<file path="src/rtl/jba_pkg.sv">
// Package for the JTAG byte command adapter: constants, codes and shared types.
// No dependencies; every module of the block imports it.
package jba_pkg;

	localparam int LENGTH_BITS = 24;
	localparam int Q_DEPTH     = 2;
	localparam int Q_AW        = $clog2(Q_DEPTH);

	localparam logic       MODE_TICK  = 1'b1;
	localparam logic [7:0] ASCII_ZERO = 8'h30;

	typedef logic [LENGTH_BITS-1:0] len_t;

	typedef enum logic [2:0] {
		OP_LED     = 3'd0,
		OP_PINS    = 3'd1,
		OP_RESETS  = 3'd2,
		OP_IOSCAN  = 3'd3,
		OP_OUTSCAN = 3'd4,
		OP_RUNTEST = 3'd5,
		OP_TMSMOVE = 3'd6,
		OP_READTDO = 3'd7
	} op_t;

	typedef enum logic [1:0] {
		ERR_NONE   = 2'd0,
		ERR_PARITY = 2'd1,
		ERR_BUSY   = 2'd2
	} err_t;

	typedef enum logic [5:0] {
		PH_IDLE = 6'b000001,
		PH_LEN  = 6'b000010,
		PH_DATA = 6'b000100,
		PH_TMSB = 6'b001000,
		PH_LOW  = 6'b010000,
		PH_HIGH = 6'b100000
	} phase_t;

	// Classified input transaction, handed from front to back through the queue
	typedef struct packed {
		logic       tick;
		logic [7:0] data;
		logic       tdo;
		logic       cmd;
		logic       par_odd;
		op_t        op;
		logic [1:0] nlen;
	} item_t;

	typedef struct packed {
		logic led;
		logic srst_n;
		logic trst_n;
		logic tdi;
		logic tms;
		logic tck;
	} pins_t;

	typedef struct packed {
		pins_t      pins;
		logic       reply_valid;
		logic [7:0] reply_byte;
		logic       busy;
		err_t       err;
	} rsp_t;

endpackage

</file>
<file path="src/rtl/jba_cmd_if.sv">
// Input channel of the adapter: host byte or half-period tick, with TDO level.
// Standalone; valid/ready handshake.
interface jba_cmd_if;
	logic       valid;
	logic       ready;
	logic       mode;
	logic [7:0] host_byte;
	logic       tdo_level;

	modport source (output valid, mode, host_byte, tdo_level, input ready);
	modport sink   (input valid, mode, host_byte, tdo_level, output ready);
endinterface

</file>
<file path="src/rtl/jba_rsp_if.sv">
// Result channel of the adapter: pin levels, reply byte, busy and error code.
// Standalone; valid/ready handshake.
interface jba_rsp_if;
	logic       valid;
	logic       ready;
	logic       tck_pin;
	logic       tms_pin;
	logic       tdi_pin;
	logic       trst_n_pin;
	logic       srst_n_pin;
	logic       led_on;
	logic       reply_valid;
	logic [7:0] reply_byte;
	logic       busy_res;
	logic [1:0] error_code;

	modport source (output valid, tck_pin, tms_pin, tdi_pin, trst_n_pin, srst_n_pin, led_on,
		reply_valid, reply_byte, busy_res, error_code, input ready);
	modport sink   (input valid, tck_pin, tms_pin, tdi_pin, trst_n_pin, srst_n_pin, led_on,
		reply_valid, reply_byte, busy_res, error_code, output ready);
endinterface

</file>
<file path="src/rtl/jba_cfg_if.sv">
// Configuration write channel of the adapter: the parity check enable bit.
// Standalone; valid/ready handshake.
interface jba_cfg_if;
	logic valid;
	logic ready;
	logic parity_check_enable;

	modport source (output valid, parity_check_enable, input ready);
	modport sink   (input valid, parity_check_enable, output ready);
endinterface

</file>
<file path="src/rtl/jba_front.sv">
// Front end: accepts input transactions and classifies command bytes.
// Depends on jba_pkg and jba_cmd_if.
module jba_front (
	jba_cmd_if.sink         cmd,
	input  logic            full,
	output logic            push,
	output jba_pkg::item_t  item
);
	import jba_pkg::*;

	assign cmd.ready = !full;
	assign push      = cmd.valid && !full;

	always_comb begin
		item.tick    = (cmd.mode == MODE_TICK);
		item.data    = cmd.host_byte;
		item.tdo     = cmd.tdo_level;
		item.cmd     = cmd.host_byte[7];
		item.par_odd = ^cmd.host_byte;
		item.op      = op_t'(cmd.host_byte[6:4]);
		// count of length bytes flagged in bits 3..1
		item.nlen    = 2'(cmd.host_byte[1]) + 2'(cmd.host_byte[2]) + 2'(cmd.host_byte[3]);
	end
endmodule

</file>
<file path="src/rtl/jba_queue.sv">
// Short queue between front and back ends, flop based.
// Depends on jba_pkg.
module jba_queue (
	input  logic            clk,
	input  logic            arst_n,
	input  logic            push,
	input  jba_pkg::item_t  din,
	input  logic            pop,
	output logic            full,
	output logic            empty,
	output jba_pkg::item_t  dout
);
	import jba_pkg::*;

	item_t             mem_q [Q_DEPTH];
	logic [Q_AW-1:0]   wr_ptr_q;
	logic [Q_AW-1:0]   rd_ptr_q;
	logic [Q_AW:0]     count_q;

	assign full  = (count_q == (Q_AW+1)'(Q_DEPTH));
	assign empty = (count_q == '0);
	assign dout  = mem_q[rd_ptr_q];

	always_ff @(posedge clk) begin
		if (push) begin
			mem_q[wr_ptr_q] <= din;
		end
	end

	always_ff @(posedge clk or negedge arst_n) begin
		if (!arst_n) begin
			wr_ptr_q <= '0;
			rd_ptr_q <= '0;
			count_q  <= '0;
		end else begin
			if (push) begin
				wr_ptr_q <= wr_ptr_q + 1'b1;
			end
			if (pop) begin
				rd_ptr_q <= rd_ptr_q + 1'b1;
			end
			unique case ({push, pop})
				2'b10:   count_q <= count_q + 1'b1;
				2'b01:   count_q <= count_q - 1'b1;
				default: count_q <= count_q;
			endcase
		end
	end
endmodule

</file>
<file path="src/rtl/jba_back.sv">
// Back end: parser and bit clocking engine, one transaction per cycle while the
// result is not stalled, with the result held in an output register. Depends on jba_pkg.
module jba_back (
	input  logic            clk,
	input  logic            arst_n,
	input  logic            par_en,
	input  logic            empty,
	input  jba_pkg::item_t  it,
	output logic            pop,
	input  logic            rsp_ready,
	output logic            rsp_valid,
	output jba_pkg::rsp_t   rsp
);
	import jba_pkg::*;

	phase_t      phase_q, phase_n;
	op_t         op_q, op_n;
	logic [1:0]  nleft_q, nleft_n;
	len_t        bits_q, bits_n;
	logic [7:0]  oshift_q, oshift_n;
	logic [7:0]  ishift_q, ishift_n;
	logic [3:0]  bib_q, bib_n;
	pins_t       pins_q, pins_n;
	logic        out_valid_q;
	rsp_t        out_q;

	len_t        len_shift, bits_dec;
	logic [3:0]  bib_inc;
	err_t        err;
	logic        rv;
	logic [7:0]  rb;

	function automatic phase_t body_phase(input logic no_bits, input op_t op);
		if (no_bits) begin
			return PH_IDLE;
		end else if (op == OP_RUNTEST) begin
			return PH_LOW;
		end
		return PH_DATA;
	endfunction

	assign pop       = !empty && (!out_valid_q || rsp_ready);
	assign rsp_valid = out_valid_q;
	assign rsp       = out_q;

	always_comb begin
		phase_n   = phase_q;
		op_n      = op_q;
		nleft_n   = nleft_q;
		bits_n    = bits_q;
		oshift_n  = oshift_q;
		ishift_n  = ishift_q;
		bib_n     = bib_q;
		pins_n    = pins_q;
		err       = ERR_NONE;
		rv        = 1'b0;
		rb        = '0;
		len_shift = (bits_q << 8) | LENGTH_BITS'(it.data);
		bits_dec  = bits_q - 1'b1;
		bib_inc   = bib_q + 1'b1;

		if (!it.tick) begin
			unique case (phase_q)
				PH_LOW, PH_HIGH: begin
					err = ERR_BUSY;
				end
				PH_LEN: begin
					bits_n  = len_shift;
					nleft_n = nleft_q - 1'b1;
					if (nleft_n == '0) begin
						phase_n = body_phase(len_shift == '0, op_q);
					end
				end
				PH_DATA: begin
					oshift_n = it.data;
					ishift_n = '0;
					bib_n    = '0;
					phase_n  = PH_LOW;
				end
				PH_TMSB: begin
					oshift_n = it.data;
					phase_n  = (bits_q == '0) ? PH_IDLE : PH_LOW;
				end
				default: begin
					// idle, and any code outside the one-hot set
					if (it.cmd) begin
						phase_n = PH_IDLE;
						if (par_en && it.par_odd) begin
							err = ERR_PARITY;
						end else begin
							op_n = it.op;
							unique case (it.op)
								OP_LED: begin
									pins_n.led = it.data[1];
								end
								OP_PINS: begin
									pins_n.tck = it.data[3];
									pins_n.tms = it.data[2];
									pins_n.tdi = it.data[1];
								end
								OP_RESETS: begin
									pins_n.trst_n = it.data[2];
									pins_n.srst_n = it.data[1];
								end
								OP_IOSCAN, OP_OUTSCAN, OP_RUNTEST: begin
									bits_n  = '0;
									nleft_n = it.nlen;
									if (it.nlen == '0) begin
										phase_n = body_phase(1'b1, it.op);
									end else begin
										phase_n = PH_LEN;
									end
								end
								OP_TMSMOVE: begin
									bits_n  = LENGTH_BITS'(it.data[3:1]);
									phase_n = PH_TMSB;
								end
								default: begin
									rv = 1'b1;
									rb = ASCII_ZERO | 8'(it.tdo);
								end
							endcase
						end
					end
				end
			endcase
		end else begin
			unique case (phase_q)
				PH_LOW: begin
					pins_n.tck = 1'b0;
					if (op_q == OP_RUNTEST) begin
						pins_n.tms = 1'b0;
					end else if (op_q == OP_TMSMOVE) begin
						pins_n.tms = oshift_q[0];
						oshift_n   = oshift_q >> 1;
					end else begin
						pins_n.tdi = oshift_q[0];
						pins_n.tms = (bits_q == LENGTH_BITS'(1));
						if (op_q == OP_IOSCAN) begin
							ishift_n[bib_q[2:0]] = ishift_q[bib_q[2:0]] | it.tdo;
						end
						oshift_n = oshift_q >> 1;
					end
					phase_n = PH_HIGH;
				end
				PH_HIGH: begin
					pins_n.tck = 1'b1;
					bits_n     = bits_dec;
					if (op_q == OP_RUNTEST || op_q == OP_TMSMOVE) begin
						phase_n = (bits_dec == '0) ? PH_IDLE : PH_LOW;
					end else begin
						bib_n = bib_inc;
						if (bits_dec == '0 || bib_inc[3]) begin
							if (op_q == OP_IOSCAN) begin
								rv = 1'b1;
								rb = ishift_q;
							end
							phase_n = (bits_dec == '0) ? PH_IDLE : PH_DATA;
						end else begin
							phase_n = PH_LOW;
						end
					end
				end
				default: begin
					// tick while not clocking: no effect
				end
			endcase
		end
	end

	always_ff @(posedge clk or negedge arst_n) begin
		if (!arst_n) begin
			phase_q     <= PH_IDLE;
			op_q        <= OP_LED;
			nleft_q     <= '0;
			bits_q      <= '0;
			oshift_q    <= '0;
			ishift_q    <= '0;
			bib_q       <= '0;
			pins_q      <= '{led: 1'b0, srst_n: 1'b1, trst_n: 1'b1,
				tdi: 1'b0, tms: 1'b0, tck: 1'b0};
			out_valid_q <= 1'b0;
		end else begin
			if (pop) begin
				phase_q     <= phase_n;
				op_q        <= op_n;
				nleft_q     <= nleft_n;
				bits_q      <= bits_n;
				oshift_q    <= oshift_n;
				ishift_q    <= ishift_n;
				bib_q       <= bib_n;
				pins_q      <= pins_n;
				out_valid_q <= 1'b1;
			end else if (rsp_ready) begin
				out_valid_q <= 1'b0;
			end
		end
	end

	always_ff @(posedge clk) begin
		if (pop) begin
			out_q.pins        <= pins_n;
			out_q.reply_valid <= rv;
			out_q.reply_byte  <= rb;
			out_q.busy        <= (phase_n == PH_LOW) || (phase_n == PH_HIGH);
			out_q.err         <= err;
		end
	end
endmodule

</file>
<file path="src/rtl/jtag_byte_command_adapter.sv">
// JTAG byte command adapter. An accepted input transaction is written into the queue
// and then taken by one back-end step into the result register. Throughput: one
// transaction per cycle through the back-end parser/clocking engine when the result
// is not stalled; a stalled result holds the engine and input ready drops once two
// transactions wait in the queue. Reset (arst_n low, asynchronous): parser
// idle, TCK/TMS/TDI/LED low, TRST_N/SRST_N high, queue and result empty, parity on.
module jtag_byte_command_adapter (
	input  logic       clk,
	input  logic       arst_n,
	jba_cmd_if.sink    cmd,
	jba_cfg_if.sink    cfg,
	jba_rsp_if.source  rsp
);
	import jba_pkg::*;

	// Front to queue
	logic   push;
	item_t  push_item;
	logic   q_full;

	// Queue to back
	logic   q_empty;
	logic   pop;
	item_t  q_item;

	// Configuration register
	logic   par_en_q;

	// Back-end result
	logic   out_valid;
	rsp_t   out_rsp;

	// Take configuration writes at any time; the host only writes while idle
	assign cfg.ready = 1'b1;

	always_ff @(posedge clk or negedge arst_n) begin
		if (!arst_n) begin
			par_en_q <= 1'b1;
		end else if (cfg.valid) begin
			par_en_q <= cfg.parity_check_enable;
		end
	end

	// Classify bytes and ticks; stall only when the queue is full
	jba_front u_front (
		.cmd  (cmd),
		.full (q_full),
		.push (push),
		.item (push_item)
	);

	// Decouple acceptance from execution so each side can stall on its own
	jba_queue u_queue (
		.clk    (clk),
		.arst_n (arst_n),
		.push   (push),
		.din    (push_item),
		.pop    (pop),
		.full   (q_full),
		.empty  (q_empty),
		.dout   (q_item)
	);

	// Execute one transaction per cycle into the result register unless the result stalls
	jba_back u_back (
		.clk       (clk),
		.arst_n    (arst_n),
		.par_en    (par_en_q),
		.empty     (q_empty),
		.it        (q_item),
		.pop       (pop),
		.rsp_ready (rsp.ready),
		.rsp_valid (out_valid),
		.rsp       (out_rsp)
	);

	// Drive the result channel from the registered result
	assign rsp.valid       = out_valid;
	assign rsp.tck_pin     = out_rsp.pins.tck;
	assign rsp.tms_pin     = out_rsp.pins.tms;
	assign rsp.tdi_pin     = out_rsp.pins.tdi;
	assign rsp.trst_n_pin  = out_rsp.pins.trst_n;
	assign rsp.srst_n_pin  = out_rsp.pins.srst_n;
	assign rsp.led_on      = out_rsp.pins.led;
	assign rsp.reply_valid = out_rsp.reply_valid;
	assign rsp.reply_byte  = out_rsp.reply_byte;
	assign rsp.busy_res    = out_rsp.busy;
	assign rsp.error_code  = out_rsp.err;
endmodule

</file>
<file path="src/flat_wrapper.sv">
// flat-port wrapper written by rule: the top's interface ports become plain ports
module jtag_byte_command_adapter_flat import jba_pkg::*;
  (clk, arst_n, cmd_valid, cmd_mode, cmd_host_byte, cmd_tdo_level, cmd_ready, cfg_valid, cfg_parity_check_enable, cfg_ready, rsp_valid, rsp_tck_pin, rsp_tms_pin, rsp_tdi_pin, rsp_trst_n_pin, rsp_srst_n_pin, rsp_led_on, rsp_reply_valid, rsp_reply_byte, rsp_busy_res, rsp_error_code, rsp_ready);
  jba_cmd_if cmd_i ();
  jba_cfg_if cfg_i ();
  jba_rsp_if rsp_i ();
  input  logic clk;
  input  logic arst_n;
  input wire logic [$bits(cmd_i.valid)-1:0] cmd_valid;
  input wire logic [$bits(cmd_i.mode)-1:0] cmd_mode;
  input wire logic [$bits(cmd_i.host_byte)-1:0] cmd_host_byte;
  input wire logic [$bits(cmd_i.tdo_level)-1:0] cmd_tdo_level;
  output wire logic [$bits(cmd_i.ready)-1:0] cmd_ready;
  input wire logic [$bits(cfg_i.valid)-1:0] cfg_valid;
  input wire logic [$bits(cfg_i.parity_check_enable)-1:0] cfg_parity_check_enable;
  output wire logic [$bits(cfg_i.ready)-1:0] cfg_ready;
  output wire logic [$bits(rsp_i.valid)-1:0] rsp_valid;
  output wire logic [$bits(rsp_i.tck_pin)-1:0] rsp_tck_pin;
  output wire logic [$bits(rsp_i.tms_pin)-1:0] rsp_tms_pin;
  output wire logic [$bits(rsp_i.tdi_pin)-1:0] rsp_tdi_pin;
  output wire logic [$bits(rsp_i.trst_n_pin)-1:0] rsp_trst_n_pin;
  output wire logic [$bits(rsp_i.srst_n_pin)-1:0] rsp_srst_n_pin;
  output wire logic [$bits(rsp_i.led_on)-1:0] rsp_led_on;
  output wire logic [$bits(rsp_i.reply_valid)-1:0] rsp_reply_valid;
  output wire logic [$bits(rsp_i.reply_byte)-1:0] rsp_reply_byte;
  output wire logic [$bits(rsp_i.busy_res)-1:0] rsp_busy_res;
  output wire logic [$bits(rsp_i.error_code)-1:0] rsp_error_code;
  input wire logic [$bits(rsp_i.ready)-1:0] rsp_ready;
  assign cmd_i.valid = cmd_valid;
  assign cmd_i.mode = cmd_mode;
  assign cmd_i.host_byte = cmd_host_byte;
  assign cmd_i.tdo_level = cmd_tdo_level;
  assign cmd_ready = cmd_i.ready;
  assign cfg_i.valid = cfg_valid;
  assign cfg_i.parity_check_enable = cfg_parity_check_enable;
  assign cfg_ready = cfg_i.ready;
  assign rsp_valid = rsp_i.valid;
  assign rsp_tck_pin = rsp_i.tck_pin;
  assign rsp_tms_pin = rsp_i.tms_pin;
  assign rsp_tdi_pin = rsp_i.tdi_pin;
  assign rsp_trst_n_pin = rsp_i.trst_n_pin;
  assign rsp_srst_n_pin = rsp_i.srst_n_pin;
  assign rsp_led_on = rsp_i.led_on;
  assign rsp_reply_valid = rsp_i.reply_valid;
  assign rsp_reply_byte = rsp_i.reply_byte;
  assign rsp_busy_res = rsp_i.busy_res;
  assign rsp_error_code = rsp_i.error_code;
  assign rsp_i.ready = rsp_ready;
  jtag_byte_command_adapter u_core (.clk(clk), .arst_n(arst_n), .cmd(cmd_i), .cfg(cfg_i), .rsp(rsp_i));
endmodule
</file>
<file path="config.mk">
export PLATFORM = sky130hd
export DESIGN_NAME = jtag_byte_command_adapter_flat
export DESIGN_NICKNAME = d
export VERILOG_FILES = /design/src/rtl/jba_pkg.sv /design/src/rtl/jba_cmd_if.sv /design/src/rtl/jba_rsp_if.sv /design/src/rtl/jba_cfg_if.sv /design/src/rtl/jba_front.sv /design/src/rtl/jba_queue.sv /design/src/rtl/jba_back.sv /design/src/rtl/jtag_byte_command_adapter.sv /design/src/flat_wrapper.sv
export SDC_FILE = /design/constraint.sdc
export NUM_CORES = 1
export LEC_CHECK = 0
export BUFFER_PORTS_ARGS = -buffer_cell sky130_fd_sc_hd__buf_2
export CORE_MARGIN = 2
export CORE_UTILIZATION = 40
export DETAILED_ROUTE_END_ITERATION = 16
export HOLD_SLACK_MARGIN = 0.06
export PLACE_DENSITY_LB_ADDON = 0.05
export SYNTH_ARGS = -nofsm -noshare
export SYNTH_HDL_FRONTEND = slang
export SYNTH_HIERARCHICAL = 1
export SYNTH_SLANG_ARGS = --single-unit
</file>
<file path="constraint.sdc">
create_clock -name clk -period 3.8 [get_ports clk]
set_clock_uncertainty 0.1 [all_clocks]
set_input_delay 0.19 -clock clk [delete_from_list [all_inputs] [get_ports clk]]
set_output_delay 0.19 -clock clk [all_outputs]
set_load 0.02 [all_outputs]
</file>
# After elaboration in Yosys (flattened, before gate mapping)
# Memories as Yosys holds them, arrays and structs flattened.
# Cells that the tools add are included.
# word_totals
ff_bits	85
ram_bits	34
input_bits	16
out_inout_bits	21
elab_cells	212
n_memories	1
# mem_list
name	words	word_bits	rd	rd_clocked_by_memory_dff	write_ports	line	rtl
u_core.u_queue.mem_q	2	17	1	0	1	jba_queue.sv:15	item_t mem_q [Q_DEPTH];
# classes
n_addsub	9
order_cmp	2
n_eq_ne	29
mux	97
bitwise	6
reduce_logical	40
# ops
cell	count
two-way mux 8 bit	15
two-way mux 24 bit	4
two-way mux 6 bit	16
one-hot mux 24 bit (2 select lines)	2
logical NOT 24 bit	3
two-way mux 1 bit	33
== test 24 x 1 -> 1 bit (second input constant)	1
OR 24 x 8 -> 24 bit	1
one-hot mux 6 bit (2 select lines)	2
one-hot mux 6 bit (4 select lines)	1
subtractor 24 x 1 -> 24 bit (second input constant)	1
AND reduction 6 bit	3
two-way mux 4 bit	4
== test 3 bit (second input constant)	5
two-way mux 3 bit	5
two-way mux 5 bit	3
== test 6 x 5 -> 1 bit (second input constant)	2
== test 6 bit (second input constant)	2
one-hot mux 2 bit (2 select lines)	3
nonzero test 2 bit	6
two-way mux 2 bit	5
inequality test 2 x 1 -> 1 bit (second input constant)	5
== test 3 x 2 -> 1 bit (second input constant)	3
bitwise mux 8 bit	1
other kinds (36)	57

# Longest topological paths before layout
# Gate-level depths: netlist (run 1).
# An unclocked memory read counts as a cell.
# logic_depth
word_depth	17
mapped_depth	12
ltp_nobuf	9

# Modules after synthesis
# Netlist (run 1), hierarchy kept.
# by_module_without_submodules
module	n_inst	cells_per_inst	area_per_inst_um2	seq_area_each_um2
jba_back	1	557	5061.1	2095.8
jba_queue	1	69	1461.4	1121.1
jba_front	1	24	196.4	0.0
jtag_byte_command_adapter	1	4	52.6	26.3

# Worst setup path after synthesis (run 1)
# OpenSTA, ideal clock, no wires.
# synth_timing
path_type	flip-flop to flip-flop
startpoint	reg u_core.u_back.bits_q[0]
endpoint	reg u_core/u_back/rsp[11] (netlist name)
setup_time_ns	0.259
arrival_time_ns	2.487
t_required_ns	3.441
setup_slack_ns	0.954
path_stages_with_launch	10
path_buffers	0
period_less_slack_ns	2.846
cell_sequence	dfrtp_1 -> inv_1 -> ha_1 -> nor3b_1 -> nand4_2 -> or4_1 -> and4_4 -> a41oi_1 -> nor3_2 -> or2_1
# synth_via
elab_chain_cells	7
# synth_rtl
element	line	rtl
start: declaration	jba_back.sv:19	len_t bits_q, bits_n;
start signal: assignment	jba_back.sv:188	bits_q <= bits_n;
subtractor 24 x 1 -> 24 bit	jba_back.sv:59	bits_dec = bits_q - 1'b1;
logical NOT 24 bit	jba_back.sv:153	if (bits_dec == '0 || bib_inc[3]) begin
logical OR 1 bit	jba_back.sv:153	
two-way mux 1 bit	jba_back.sv:153	
two-way mux 1 bit	jba_back.sv:149	if (op_q == OP_RUNTEST || op_q == OP_TMSMOVE) begin
two-way mux 1 bit	jba_back.sv:128	unique case (phase_q)
two-way mux 1 bit	jba_back.sv:62	if (!it.tick) begin
net u_core.u_back.rv	jba_back.sv:30	logic rv;
# The timed path passes the listed nets, and every way through them passes these cells.
# A chain may end at the register's enable or synchronous reset.

# Final worst setup path (run 1)
# layout_timing
startpoint	reg u_core.u_back.bits_q[0]
endpoint	reg u_core/u_back/rsp[3] (netlist name)
# layout_via
elab_chain_cells	7
# layout_rtl
element	line	rtl
subtractor 24 x 1 -> 24 bit	jba_back.sv:59	
logical NOT 24 bit	jba_back.sv:153	
logical OR 1 bit	jba_back.sv:153	
two-way mux 8 bit	jba_back.sv:153	
two-way mux 8 bit	jba_back.sv:149	
two-way mux 8 bit	jba_back.sv:128	
two-way mux 8 bit	jba_back.sv:62	
net u_core.u_back.rb[0]	jba_back.sv:31	logic [7:0] rb;
# The timed path passes the listed nets, and every way through them passes these cells.

==> summary.txt, run 1 <==
Die
  – Die width: 134 µm
  – Area of the die: 18,000 µm²
  – Number of placed I/O pins: 37
  – Core ar.: 16,600 µm²
  – Chip height: 134 µm
  – Initial core utilization: 0.408
  – Row count: 47

Worst setup path
  – CP arrival: 3550 ps
  – Worst reg-to-reg setup slack: 440 ps
  – CP Buf/Inv Count: 1
  – Worst-path maximum fanout: 10
  – Crit start category: flip-flop
  – CP Class: reg -> reg
  – Worst EP required: 3990 ps
  – Critical Path Slowest Stage Cell: nor3_2
  – CP peak stage delay: 530 ps
  – R2R Path End: u_core/u_back/rsp[3]
  – Crit-path cells: inv_1, ha_1, nor3b_1, nand4_2, o31ai_1, and4_4, a41oi_1, nor3_2, a22o_1
  – Nature of the critical path endpoint: flip-flop
  – Crit path max-delay family: simple AND/OR/NAND/NOR gates
  – R2R cell count: 9
  – Worst R2R Start: u_core/u_back/bits_q[0]

Clock tree
  – Clock tree root driver cell: clkbuf_16
  – Clk sinks: 119
  – Max H-tree Level: 4
  – Setup Buffers After CTS: 0
  – Clock buffer count from CTS: 17
  – Worst-path clk slew: 60 ps
  – Clock buffer depth: 2
  – CTS tree: yes
  – Worst-skew pair later-pin latency: 420 ps

Finish
  – Synth-to-Final Area Change: 14.3%
  – Ratio of cells with drive above 1 in the final layout: 0.181
  – Antenna diode count: 0
  – # nets final: 702
  – Commonest non-fill, non-tap cells in the layout: 63 x dfrtp_1, 61 x nand2_1, 52 x edfxtp_1
  – Leading cell type in the layout, fill and taps excluded: dfrtp_1
  – Fill cells: 1,538

Min path
  – Hold WC Path Type: in -> reg
  – Hold_sp: cmd_valid
  – Hold path depth: 3
  – WHS Endpoint: u_core/u_queue/wr_ptr_q

Route
  – Routed Antenna Nets: 0
  – Drt first-iter violations: 572
  – Vias/cell: 5.68
  – Via count: 5,171
  – 1st-pass router iterations: 5
  – DRC violations left: 0
  – Routed len/inst: 18.2 µm
  – Routed WL: 16.6 mm

Timing
  – F_max: 0.297 GHz
  – Final Max Tran Viols: 0
  – Max-slew headroom: 0.367
  – Slew @ Worst Pin: 949 ps
  – Setup TNS Final: 0 ps
  – Min cycle time layout: 3360 ps
  – RSZ-0062 raised after global routing: no
  – Fin crit share: 0.885
  – Final setup viols: 0
  – Fin. Hold Viols: 0

Power
  – Worst VDD drop: 0.000406 V
  – Tot Pwr: 5.60 mW
  – LEAKAGE: 2.99 nW
  – P per Cell Area: 724 nW/µm²

Yosys
  – EDFF count, synth: 52
  – Post-synth net total: 678
  – Synth Area in Adders: 0.0159
  – Cell variety after synth: 82
  – Sequential share of the synthesized area: 0.479
  – Ys Warns: 6
  – XOR/XNOR Fraction of Synth Area: 0.0259
  – Simple-gate area share of the yosys netlist: 0.193
  – Largest family of logic cells by synthesized area: simple AND/OR/NAND/NOR gates
  – Yosys reg bits: 119
  – Post-synthesis mux area share: 0.0887
  – Ys async rst share: 0.563
  – Post-Syn Instances: 654
  – Post-Syn Area: 6770 µm²
  – Complex-gate fraction of the synthesized area: 0.144
  – Mapped Avg Cell Area: 10.4 µm²
  – Main synth FF type: dfrtp_1

Global routing
  – Largest net degree at the start of global routing: 68
  – First-pass GRT wire length: 27.3 mm
  – Number of global-route vias before repair: 4,897
  – Total gr overflow: 0
  – Antenna violations before repair: 0
  – Tot GR Track Use: 0.195

Outcome
  – Status: finished clean

Place
  – Port bufs: 35
  – Dpl hpwl: 11.1 mm
  – Final Wtd Congestion: 0.840

Job
  – Max_cap viols: 0
worst min-delay path, delay by kind of cell:
| kind | cells | cell delay [ps] |
|---|---|---|
| xor gates and xnor gates | 1 | 100 |
| buffers and inverters | 1 | 70 |
| and+or+nand+nor | 1 | 220 |
registers in the layout, indices dropped and copies added, names as in the netlist:
signal / cells
u_core/u_back/rsp_valid: 1
u_core/u_back/phase_q: 6
u_core/u_back/bib_q: 4
u_core/par_en_q: 1
u_core/u_queue/count_q: 2
u_core/u_queue/rd_ptr_q: 1
u_core/u_back/oshift_q: 8
u_core/u_queue/wr_ptr_q: 1
u_core/u_back/op_q: 3
u_core/u_queue/mem_q: 34
u_core/u_back/rsp: 18
u_core/u_back/ishift_q: 8
u_core/u_back/nleft_q: 2
u_core/u_back/pins_q: 6
u_core/u_back/bits_q: 24
routing by layer:
layer	share of wire	track usage	vias up	wire [µm]
met3	0.047	0.0382	25	777
li1	-	-	2479	-
met1	0.46	0.270	2502	7690
met2	0.47	0.311	165	7840
met4	0.017	0.0632	0	279
met5	0	0	-	0
how the worst max path moves through the flow:
| stage | startpoint | depth (start not counted) | slack (ps) | end |
|---|---|---|---|---|
| final | u_core/u_back/bits_q[0] | 9 | 440 | u_core/u_back/rsp[3] |
| after global routing | u_core/u_back/bits_q[0] | 9 | 160 | u_core/u_back/rsp[3] |
| after detailed placement | u_core/u_back/bits_q[0] | 9 | 440 | u_core/u_back/rsp[10] |
| after CTS | u_core/u_back/bits_q[0] | 9 | 420 | u_core/u_back/rsp[10] |
| after global placement | u_core/u_back/bits_q[0] | 9 | 560 | u_core/u_back/rsp[3] |
| after floorplan | u_core/u_back/bits_q[0] | 9 | 950 | u_core/u_back/rsp[11] |
power breakdown:
group	internal (mW)	leakage (nW)	switching, mW
Clock	1.03	0.293	0.586
Sequential	1.77	1.23	0.375
Combinational	0.756	1.46	1.09
timing repair:
| action | in CTS | in global routing |
|---|---|---|
| hold buffers | 14 | 0 |
| endpoints found under the hold margin | 93 | 0 |
| resized for setup | 0 | 0 |
cell usage after synthesis, types with 4 or more instances:
| master | count | share of area |
|---|---|---|
| dfrtp_1 | 63 | 0.23 |
| nand2_1 | 61 | 0.034 |
| edfxtp_1 | 52 | 0.23 |
| o21ai_0 | 44 | 0.033 |
| nor2_1 | 43 | 0.024 |
| clkbuf_1 | 31 | 0.017 |
| a21oi_1 | 25 | 0.018 |
| nand3_1 | 23 | 0.017 |
| mux2_2 | 20 | 0.033 |
| mux2i_1 | 18 | 0.027 |
| buf_4 | 15 | 0.017 |
| nor4_1 | 13 | 0.012 |
| nor3_1 | 12 | 0.0089 |
| inv_1 | 11 | 0.0061 |
| xnor2_1 | 11 | 0.014 |
| mux2_4 | 10 | 0.022 |
| nand2b_1 | 10 | 0.0092 |
| or4_1 | 10 | 0.011 |
| and2_1 | 9 | 0.0083 |
| xor2_1 | 9 | 0.012 |
| and3_1 | 8 | 0.0074 |
| o21a_1 | 8 | 0.0089 |
| a22oi_1 | 7 | 0.0078 |
| a32oi_1 | 7 | 0.0091 |
| ha_1 | 7 | 0.013 |
| o31ai_1 | 7 | 0.0078 |
| buf_2 | 6 | 0.0044 |
| nand4_1 | 6 | 0.0055 |
| nor2b_1 | 6 | 0.0055 |
| or3_1 | 6 | 0.0055 |
| a31oi_1 | 5 | 0.0046 |
| nor3b_1 | 5 | 0.0055 |
| dfstp_2 | 4 | 0.016 |
| nand3b_1 | 4 | 0.0044 |
layout make-up:
type	instances	area, µm²	share of cell area
Multi-Input combinational cell	464	3170	0.409
Tap cell	220	275	0.0356
Clock buffer	19	433	0.0559
Inverter	13	48.8	0.00630
Sequential cell	119	3240	0.419
Clock inverter	13	154	0.0199
Timing Repair Buffer	63	420	0.0543
per-stage QoR:
stage          cells  setup slack [ps]  utilization  cell area, µm²  hold WS [ps]
3_5_place_dp     865               445        0.423            7010           281
2_1_floorplan    654               954            -            6770          -206
6_report         911               437        0.467            7740          99.2
4_1_cts          911               418        0.467            7740          99.7
5_1_grt          911               162        0.467            7740           128
3_3_place_gp     865               555        0.423            7010           278
kinds of logic after synthesis:
group | after synthesis
mux | 50
fa+ha+maj | 8
buf+inv | 71
compound gates | 146
xor+xnor | 20
other cells | 1
simple gates | 239
flops | 119
(Power assumes the default switching activity.)
==> inputs of run 2 (changes only) <==
--- a/config.mk
+++ b/config.mk
@@ -5,7 +5,7 @@
 export SDC_FILE = /design/constraint.sdc
 export NUM_CORES = 1
 export LEC_CHECK = 0
-export BUFFER_PORTS_ARGS = -buffer_cell sky130_fd_sc_hd__buf_2
+export BUFFER_PORTS_ARGS = -buffer_cell sky130_fd_sc_hd__buf_4
 export CORE_MARGIN = 2
 export CORE_UTILIZATION = 40
 export DETAILED_ROUTE_END_ITERATION = 16
==> run 2 against run 1 <==
Combinational power grew 5%. Core utilization grew 0.69 points. Non-clock buffer count grew 2. Critical path depth is the same. Maximum frequency shrank 1.3%. Sequential cell count is the same. Routed wire length grew 1.3%. Cell count grew 0.22%. Sequential share of layout area shrank 0.61 points. Worst setup slack lost 46 ps. Largest power group unchanged. Hold slack gained 19 ps.
==> summary.txt, run 2 (synthesized netlist as in run 1, its figures left out) <==
Worst setup path
  – Nature of the critical path endpoint: flip-flop
  – Crit-path cells: inv_1, ha_1, nor3b_1, nand4_2, nand4bb_1, a211oi_2, a41oi_1, nor3_2, and2_1
  – CP peak stage delay: 530 ps
  – Worst-path maximum fanout: 10
  – Worst EP required: 3980 ps
  – CP arrival: 3590 ps
  – Crit start category: flip-flop
  – Critical Path Slowest Stage Cell: nor3_2
  – CP Class: reg -> reg

Timing
  – Max-slew headroom: 0.329
  – F_max: 0.293 GHz
  – Setup TNS Final: 0 ps
  – Final worst slack: 391 ps
  – Fin. Hold Viols: 0
  – Fin crit share: 0.897
  – Final Max Tran Viols: 0
  – WHS: 118 ps
  – Min cycle time layout: 3410 ps
  – Final setup viols: 0
  – Slew @ Worst Pin: 981 ps
  – RSZ-0062 raised after global routing: no

Power
  – Tot Pwr: 5.71 mW
  – P per Cell Area: 727 nW/µm²
  – Worst VDD drop: 0.000417 V
  – LEAKAGE: 3.02 nW

Die
  – Area of the die: 18,000 µm²
  – Number of placed I/O pins: 37
  – Initial core utilization: 0.408
  – Chip height: 134 µm
  – Core ar.: 16,600 µm²
  – Row count: 47
  – Die width: 134 µm

Global routing
  – Tot GR Track Use: 0.193
  – Largest net degree at the start of global routing: 68
  – Number of global-route vias before repair: 4,937
  – Total gr overflow: 0
  – Antenna violations before repair: 0
  – First-pass GRT wire length: 26.9 mm

Place
  – Port bufs: 35
  – Final Wtd Congestion: 0.893
  – Setup Slack @ Placement: 443 ps
  – Dpl hpwl: 11.3 mm

Clock tree
  – Worst-skew pair later-pin latency: 410 ps
  – Clock buffer count from CTS: 17
  – CTS tree: yes
  – Worst-path clk slew: 60 ps
  – Clock tree root driver cell: clkbuf_16
  – Setup Buffers After CTS: 0
  – Clock buffer depth: 2
  – Clk sinks: 119
  – Max H-tree Level: 4

Finish
  – Antenna diode count: 0
  – Max reg flops: 34
  – Final core occ: 0.474
  – Synth-to-Final Area Change: 16.0%
  – Commonest non-fill, non-tap cells in the layout: 63 x dfrtp_1, 61 x nand2_1, 52 x edfxtp_1
  – Reg with most FFs: u_core/u_queue/mem_q
  – Leading cell type in the layout, fill and taps excluded: dfrtp_1
  – Ratio of cells with drive above 1 in the final layout: 0.183
  – # nets final: 704
  – Fill cells: 1,575

Route
  – Drt first-iter violations: 398
  – Vias/cell: 5.64
  – DRC violations left: 0
  – Routed len/inst: 18.4 µm
  – Routed WL: 16.8 mm
  – 1st-pass router iterations: 5
  – Via count: 5,152
  – Routed Antenna Nets: 0

Job
  – Max_cap viols: 0

Outcome
  – Status: finished clean

Min path
  – Hold WC Path Type: in -> reg
run 2: cell count changes in the layout (fill, tap and decap cells not counted), sizes merged:
cell,delta
clkinvlp,+2
clkinv,-4
buf,+2
inv,+2
run 2: path summary, 6_finish.rpt:
kind	cells after the start	startpoint	endpoint	slack, ps
worst max-delay path	9	u_core/u_back/bits_q[1]	u_core/u_back/rsp[9]	390
worst min-delay path	3	cmd_valid	u_core/u_queue/wr_ptr_q	120
worst max register to register	9	u_core/u_back/bits_q[1]	u_core/u_back/rsp[9]	390
worst min register to register	1	u_core/u_queue/wr_ptr_q	u_core/u_queue/wr_ptr_q	380
max in group asynchronous	2	arst_n	u_core/u_back/bits_q[2]	2640
min in group asynchronous	2	arst_n	u_core/u_back/ishift_q[4]	360
run 2: per-layer routing:
metal  vias up  global-route usage  wire length [µm]
met5         -                   0                 0
li1       2468                   -                 -
met2       146               0.313              8040
met1      2518               0.262              7760
met3        20              0.0363               782
met4         0              0.0620               228
run 2: area by class of cell:
type	count	area (µm²)	area share
well taps	220	275	0.0350
flip-flops and latches	119	3240	0.413
repair buffers	65	523	0.0666
clock buffers	19	433	0.0551
multi-input cells	464	3170	0.403
clock inverters	13	166	0.0212
inverters	13	48.8	0.00621
run 2: worst max-delay path: cells and delay by family, from the launching register on:
| kind | cells | cell delay, ps |
|---|---|---|
| and+or+nand+nor | 5 | 1810 |
| adders and majority gates | 1 | 260 |
| AOI/OAI and AO/OA | 2 | 510 |
| DFF | 1 | 420 |
| buffers and inverters | 1 | 160 |
run 2: stage by stage:
stage / cells / cell area (µm²)
4_1_cts: 913 / 7860
2_1_floorplan: 654 / 6770
3_3_place_gp: 867 / 7120
5_1_grt: 913 / 7860
6_report: 913 / 7860
3_5_place_dp: 867 / 7120
run 2: power breakdown:
| part | leakage (nW) | total (mW) | switching [mW] | internal [mW] |
|---|---|---|---|---|
| Clock | 0.287 | 1.65 | 0.607 | 1.04 |
| Combinational | 1.50 | 1.94 | 1.13 | 0.812 |
| Sequential | 1.23 | 2.12 | 0.351 | 1.77 |
| Total | 3.02 | 5.71 | 2.09 | 3.62 |
run 2: what timing repair did:
action,in CTS,in global routing
hold buffers,14,0
setup endpoints to repair,0,0
gates resized for setup,0,0
hold endpoints to repair,95,0
==> inputs of run 3 (changes only) <==
--- a/config.mk
+++ b/config.mk
@@ -13,5 +13,4 @@
 export PLACE_DENSITY_LB_ADDON = 0.05
 export SYNTH_ARGS = -nofsm -noshare
 export SYNTH_HDL_FRONTEND = slang
-export SYNTH_HIERARCHICAL = 1
 export SYNTH_SLANG_ARGS = --single-unit
==> run 3 against run 2 <==
Worst setup slack lost 190 ps. Cell area down 5.8%. Sequential share of layout area fell by 0.72 points. Critical path type unchanged.
==> summary.txt, run 3 <==
Outcome
  – Status: finished clean

Timing
  – Fin crit share: 0.948
  – Final setup viols: 0
  – F_max: 0.277 GHz
  – Slew @ Worst Pin: 1110 ps
  – Max-slew headroom: 0.257
  – Min cycle time layout: 3600 ps
  – Fin. Hold Viols: 0
  – RSZ-0062 raised after global routing: no
  – Final Max Tran Viols: 0
  – Setup TNS Final: 0 ps

Finish
  – # nets final: 740
  – Max reg flops: 26
  – Commonest non-fill, non-tap cells in the layout: 67 x nor2_1, 64 x buf_4, 63 x dfrtp_1
  – Ratio of cells with drive above 1 in the final layout: 0.158
  – Final core occ: 0.471
  – Reg with most FFs: u_core.u_queue.mem_q
  – Antenna diode count: 0
  – Leading cell type in the layout, fill and taps excluded: nor2_1
  – Synth-to-Final Area Change: 16.2%

Worst setup path
  – Worst-path maximum fanout: 9
  – CP arrival: 3730 ps
  – Nature of the critical path endpoint: flip-flop
  – CP Class: reg -> reg
  – Crit start category: flip-flop
  – Worst EP required: 3930 ps

Die
  – Core ar.: 15,700 µm²
  – Number of placed I/O pins: 37
  – Die width: 130 µm
  – Row count: 46
  – Chip height: 130 µm
  – Initial core utilization: 0.406
  – Area of the die: 17,000 µm²

Route
  – Routed len/inst: 18.9 µm
  – DRC violations left: 0
  – Routed Antenna Nets: 0
  – Via count: 5,390
  – Drt first-iter violations: 523
  – 1st-pass router iterations: 7
  – Routed WL: 17.7 mm
  – Vias/cell: 5.76

Clock tree
  – Worst-path clk slew: 80 ps
  – CTS tree: yes
  – Max H-tree Level: 3
  – Clock tree root driver cell: clkbuf_16
  – Clock buffer count from CTS: 9
  – Clock buffer depth: 2
  – Setup Buffers After CTS: 0
  – Worst-skew pair later-pin latency: 360 ps
  – Clk sinks: 111

Yosys
  – Post-synth net total: 695
  – Sequential share of the synthesized area: 0.471
  – Top cells by area in the synthesized netlist: dfrtp_1 25%, edfxtp_1 21%, o21ai_0 4.8%, nor2_1 3.9%, nand2_1 3.4%
  – Yosys reg bits: 111
  – Main synth FF type: dfrtp_1
  – Ys Warns: 0
  – Mapped Avg Cell Area: 9.51 µm²
  – Post-Syn Area: 6370 µm²
  – Share of the synthesized area in the top cell type: 0.247
  – Post-Syn Instances: 670
  – Yosys top cell by area: dfrtp_1
  – EDFF count, synth: 44
  – Ys async rst share: 0.604
  – Cell variety after synth: 72
  – Count leader, synth: nor2_1
  – Post-synth top cells: 67 x nor2_1, 63 x dfrtp_1, 61 x o21ai_0

Global routing
  – Largest net degree at the start of global routing: 68
  – First-pass GRT wire length: 28.5 mm
  – Tot GR Track Use: 0.218
  – Number of global-route vias before repair: 5,083
  – Antenna violations before repair: 0
  – Total gr overflow: 0

Power
  – LEAKAGE: 2.87 nW
  – P per Cell Area: 850 nW/µm²
  – Worst VDD drop: 0.000345 V

Place
  – Dpl hpwl: 12.6 mm
  – Port bufs: 35
  – Final Wtd Congestion: 0.899

Job
  – Max_cap viols: 0

Min path
  – Hold WC Path Type: in -> async
## run 3: cell count changes after synthesis, sizes merged, moves of 6 or more
cell / before / now
a31oi: 5 / 12
buf: 27 / 11
nor3: 13 / 33
edfxtp: 52 / 44
nor4: 15 / 21
nor2: 43 / 68
o21ai: 45 / 62
mux2: 30 / 16
o21a: 8 / 1
or4: 11 / 3
a21oi: 25 / 39
o211ai: 3 / 13
## run 3: cells by family (layout without fill, tap and decap cells)
kind of cell	Yosys count	after routing	share of synthesized area
flip-flops	111	111	0.471
adder cells (fa/ha/maj)	9	9	0.0188
other	1	1	0.000588
multiplexers	34	34	0.0565
AO/OA/AOI/OAI	185	185	0.187
buffers and inverters	57	107	0.0375
XOR/XNOR	22	22	0.0302
AND/OR/NAND/NOR	251	251	0.198
## run 3: power breakdown
part	internal, mW	leakage, nW	switching (mW)
registers	1.71	1.29	0.455
clock network	0.469	0.149	0.489
logic	1.19	1.43	1.99
## run 3: metal layers
metal	share of wire	GRT usage	routed length, µm	vias to the layer above
met5	0	0	0	-
met4	0.023	0.0689	405	0
met3	0.050	0.0447	889	35
met2	0.45	0.324	8010	175
met1	0.47	0.320	8400	2589
li1	-	-	-	2591
## run 3: cell type report
class                   instances  area (µm²)
inverters                      12        45.0
flip-flops and latches        111        3000
repair buffers                 79         631
multi-input cells             502        3150
clock inverters                 7        77.6
clock buffers                   9         225
well taps                     216         270
fillers                      1496        8310
## run 3: final timing paths
check                                          start                   endpoint  slack (ps)  depth (start not counted)
setup / recovery             u_core.u_back.bits_q[1]       u_core.u_back.rsp[3]         200                         10
hold / removal                                arst_n   u_core.u_back.bits_q[16]         390                          2
setup reg to reg             u_core.u_back.bits_q[1]       u_core.u_back.rsp[3]         200                         10
hold reg to reg            u_core.u_back.oshift_q[7]  u_core.u_back.oshift_q[7]         390                          2
max in group asynchronous                     arst_n  u_core.u_back.oshift_q[0]        2620                          2
min in group clk           u_core.u_back.oshift_q[7]  u_core.u_back.oshift_q[7]         390                          2
## run 3: through the flow
stage | std cells | power, mW | setup slack, ps | cell area [µm²] | hold WS [ps]
6_report | 936 | 6.30 | 196 | 7400 | 385
4_1_cts | 936 | 6.28 | 197 | 7400 | 388
3_3_place_gp | 905 | 5.28 | 320 | 6940 | 275
5_1_grt | 936 | 6.77 | 12.3 | 7400 | 414
3_5_place_dp | 905 | 5.28 | 209 | 6940 | 279
2_1_floorplan | 670 | 4.22 | 482 | 6370 | -206
## run 3: repair_timing
item	4_1_cts	5_1_grt
setup endpoints to repair	0	9
endpoints found under the hold margin	86	0
hold buffers	15	0
resized for setup	0	2
## run 3: worst max-delay path, stage by stage (launching register included)
cell and delay, ps:
dfrtp_1 430, inv_1 160, ha_1 310, or3b_2 570, nor3_4 240, xnor2_1 150, nand4_1 180, or4b_4 620
a2111oi_4 360, buf_4 210, a22o_1 150
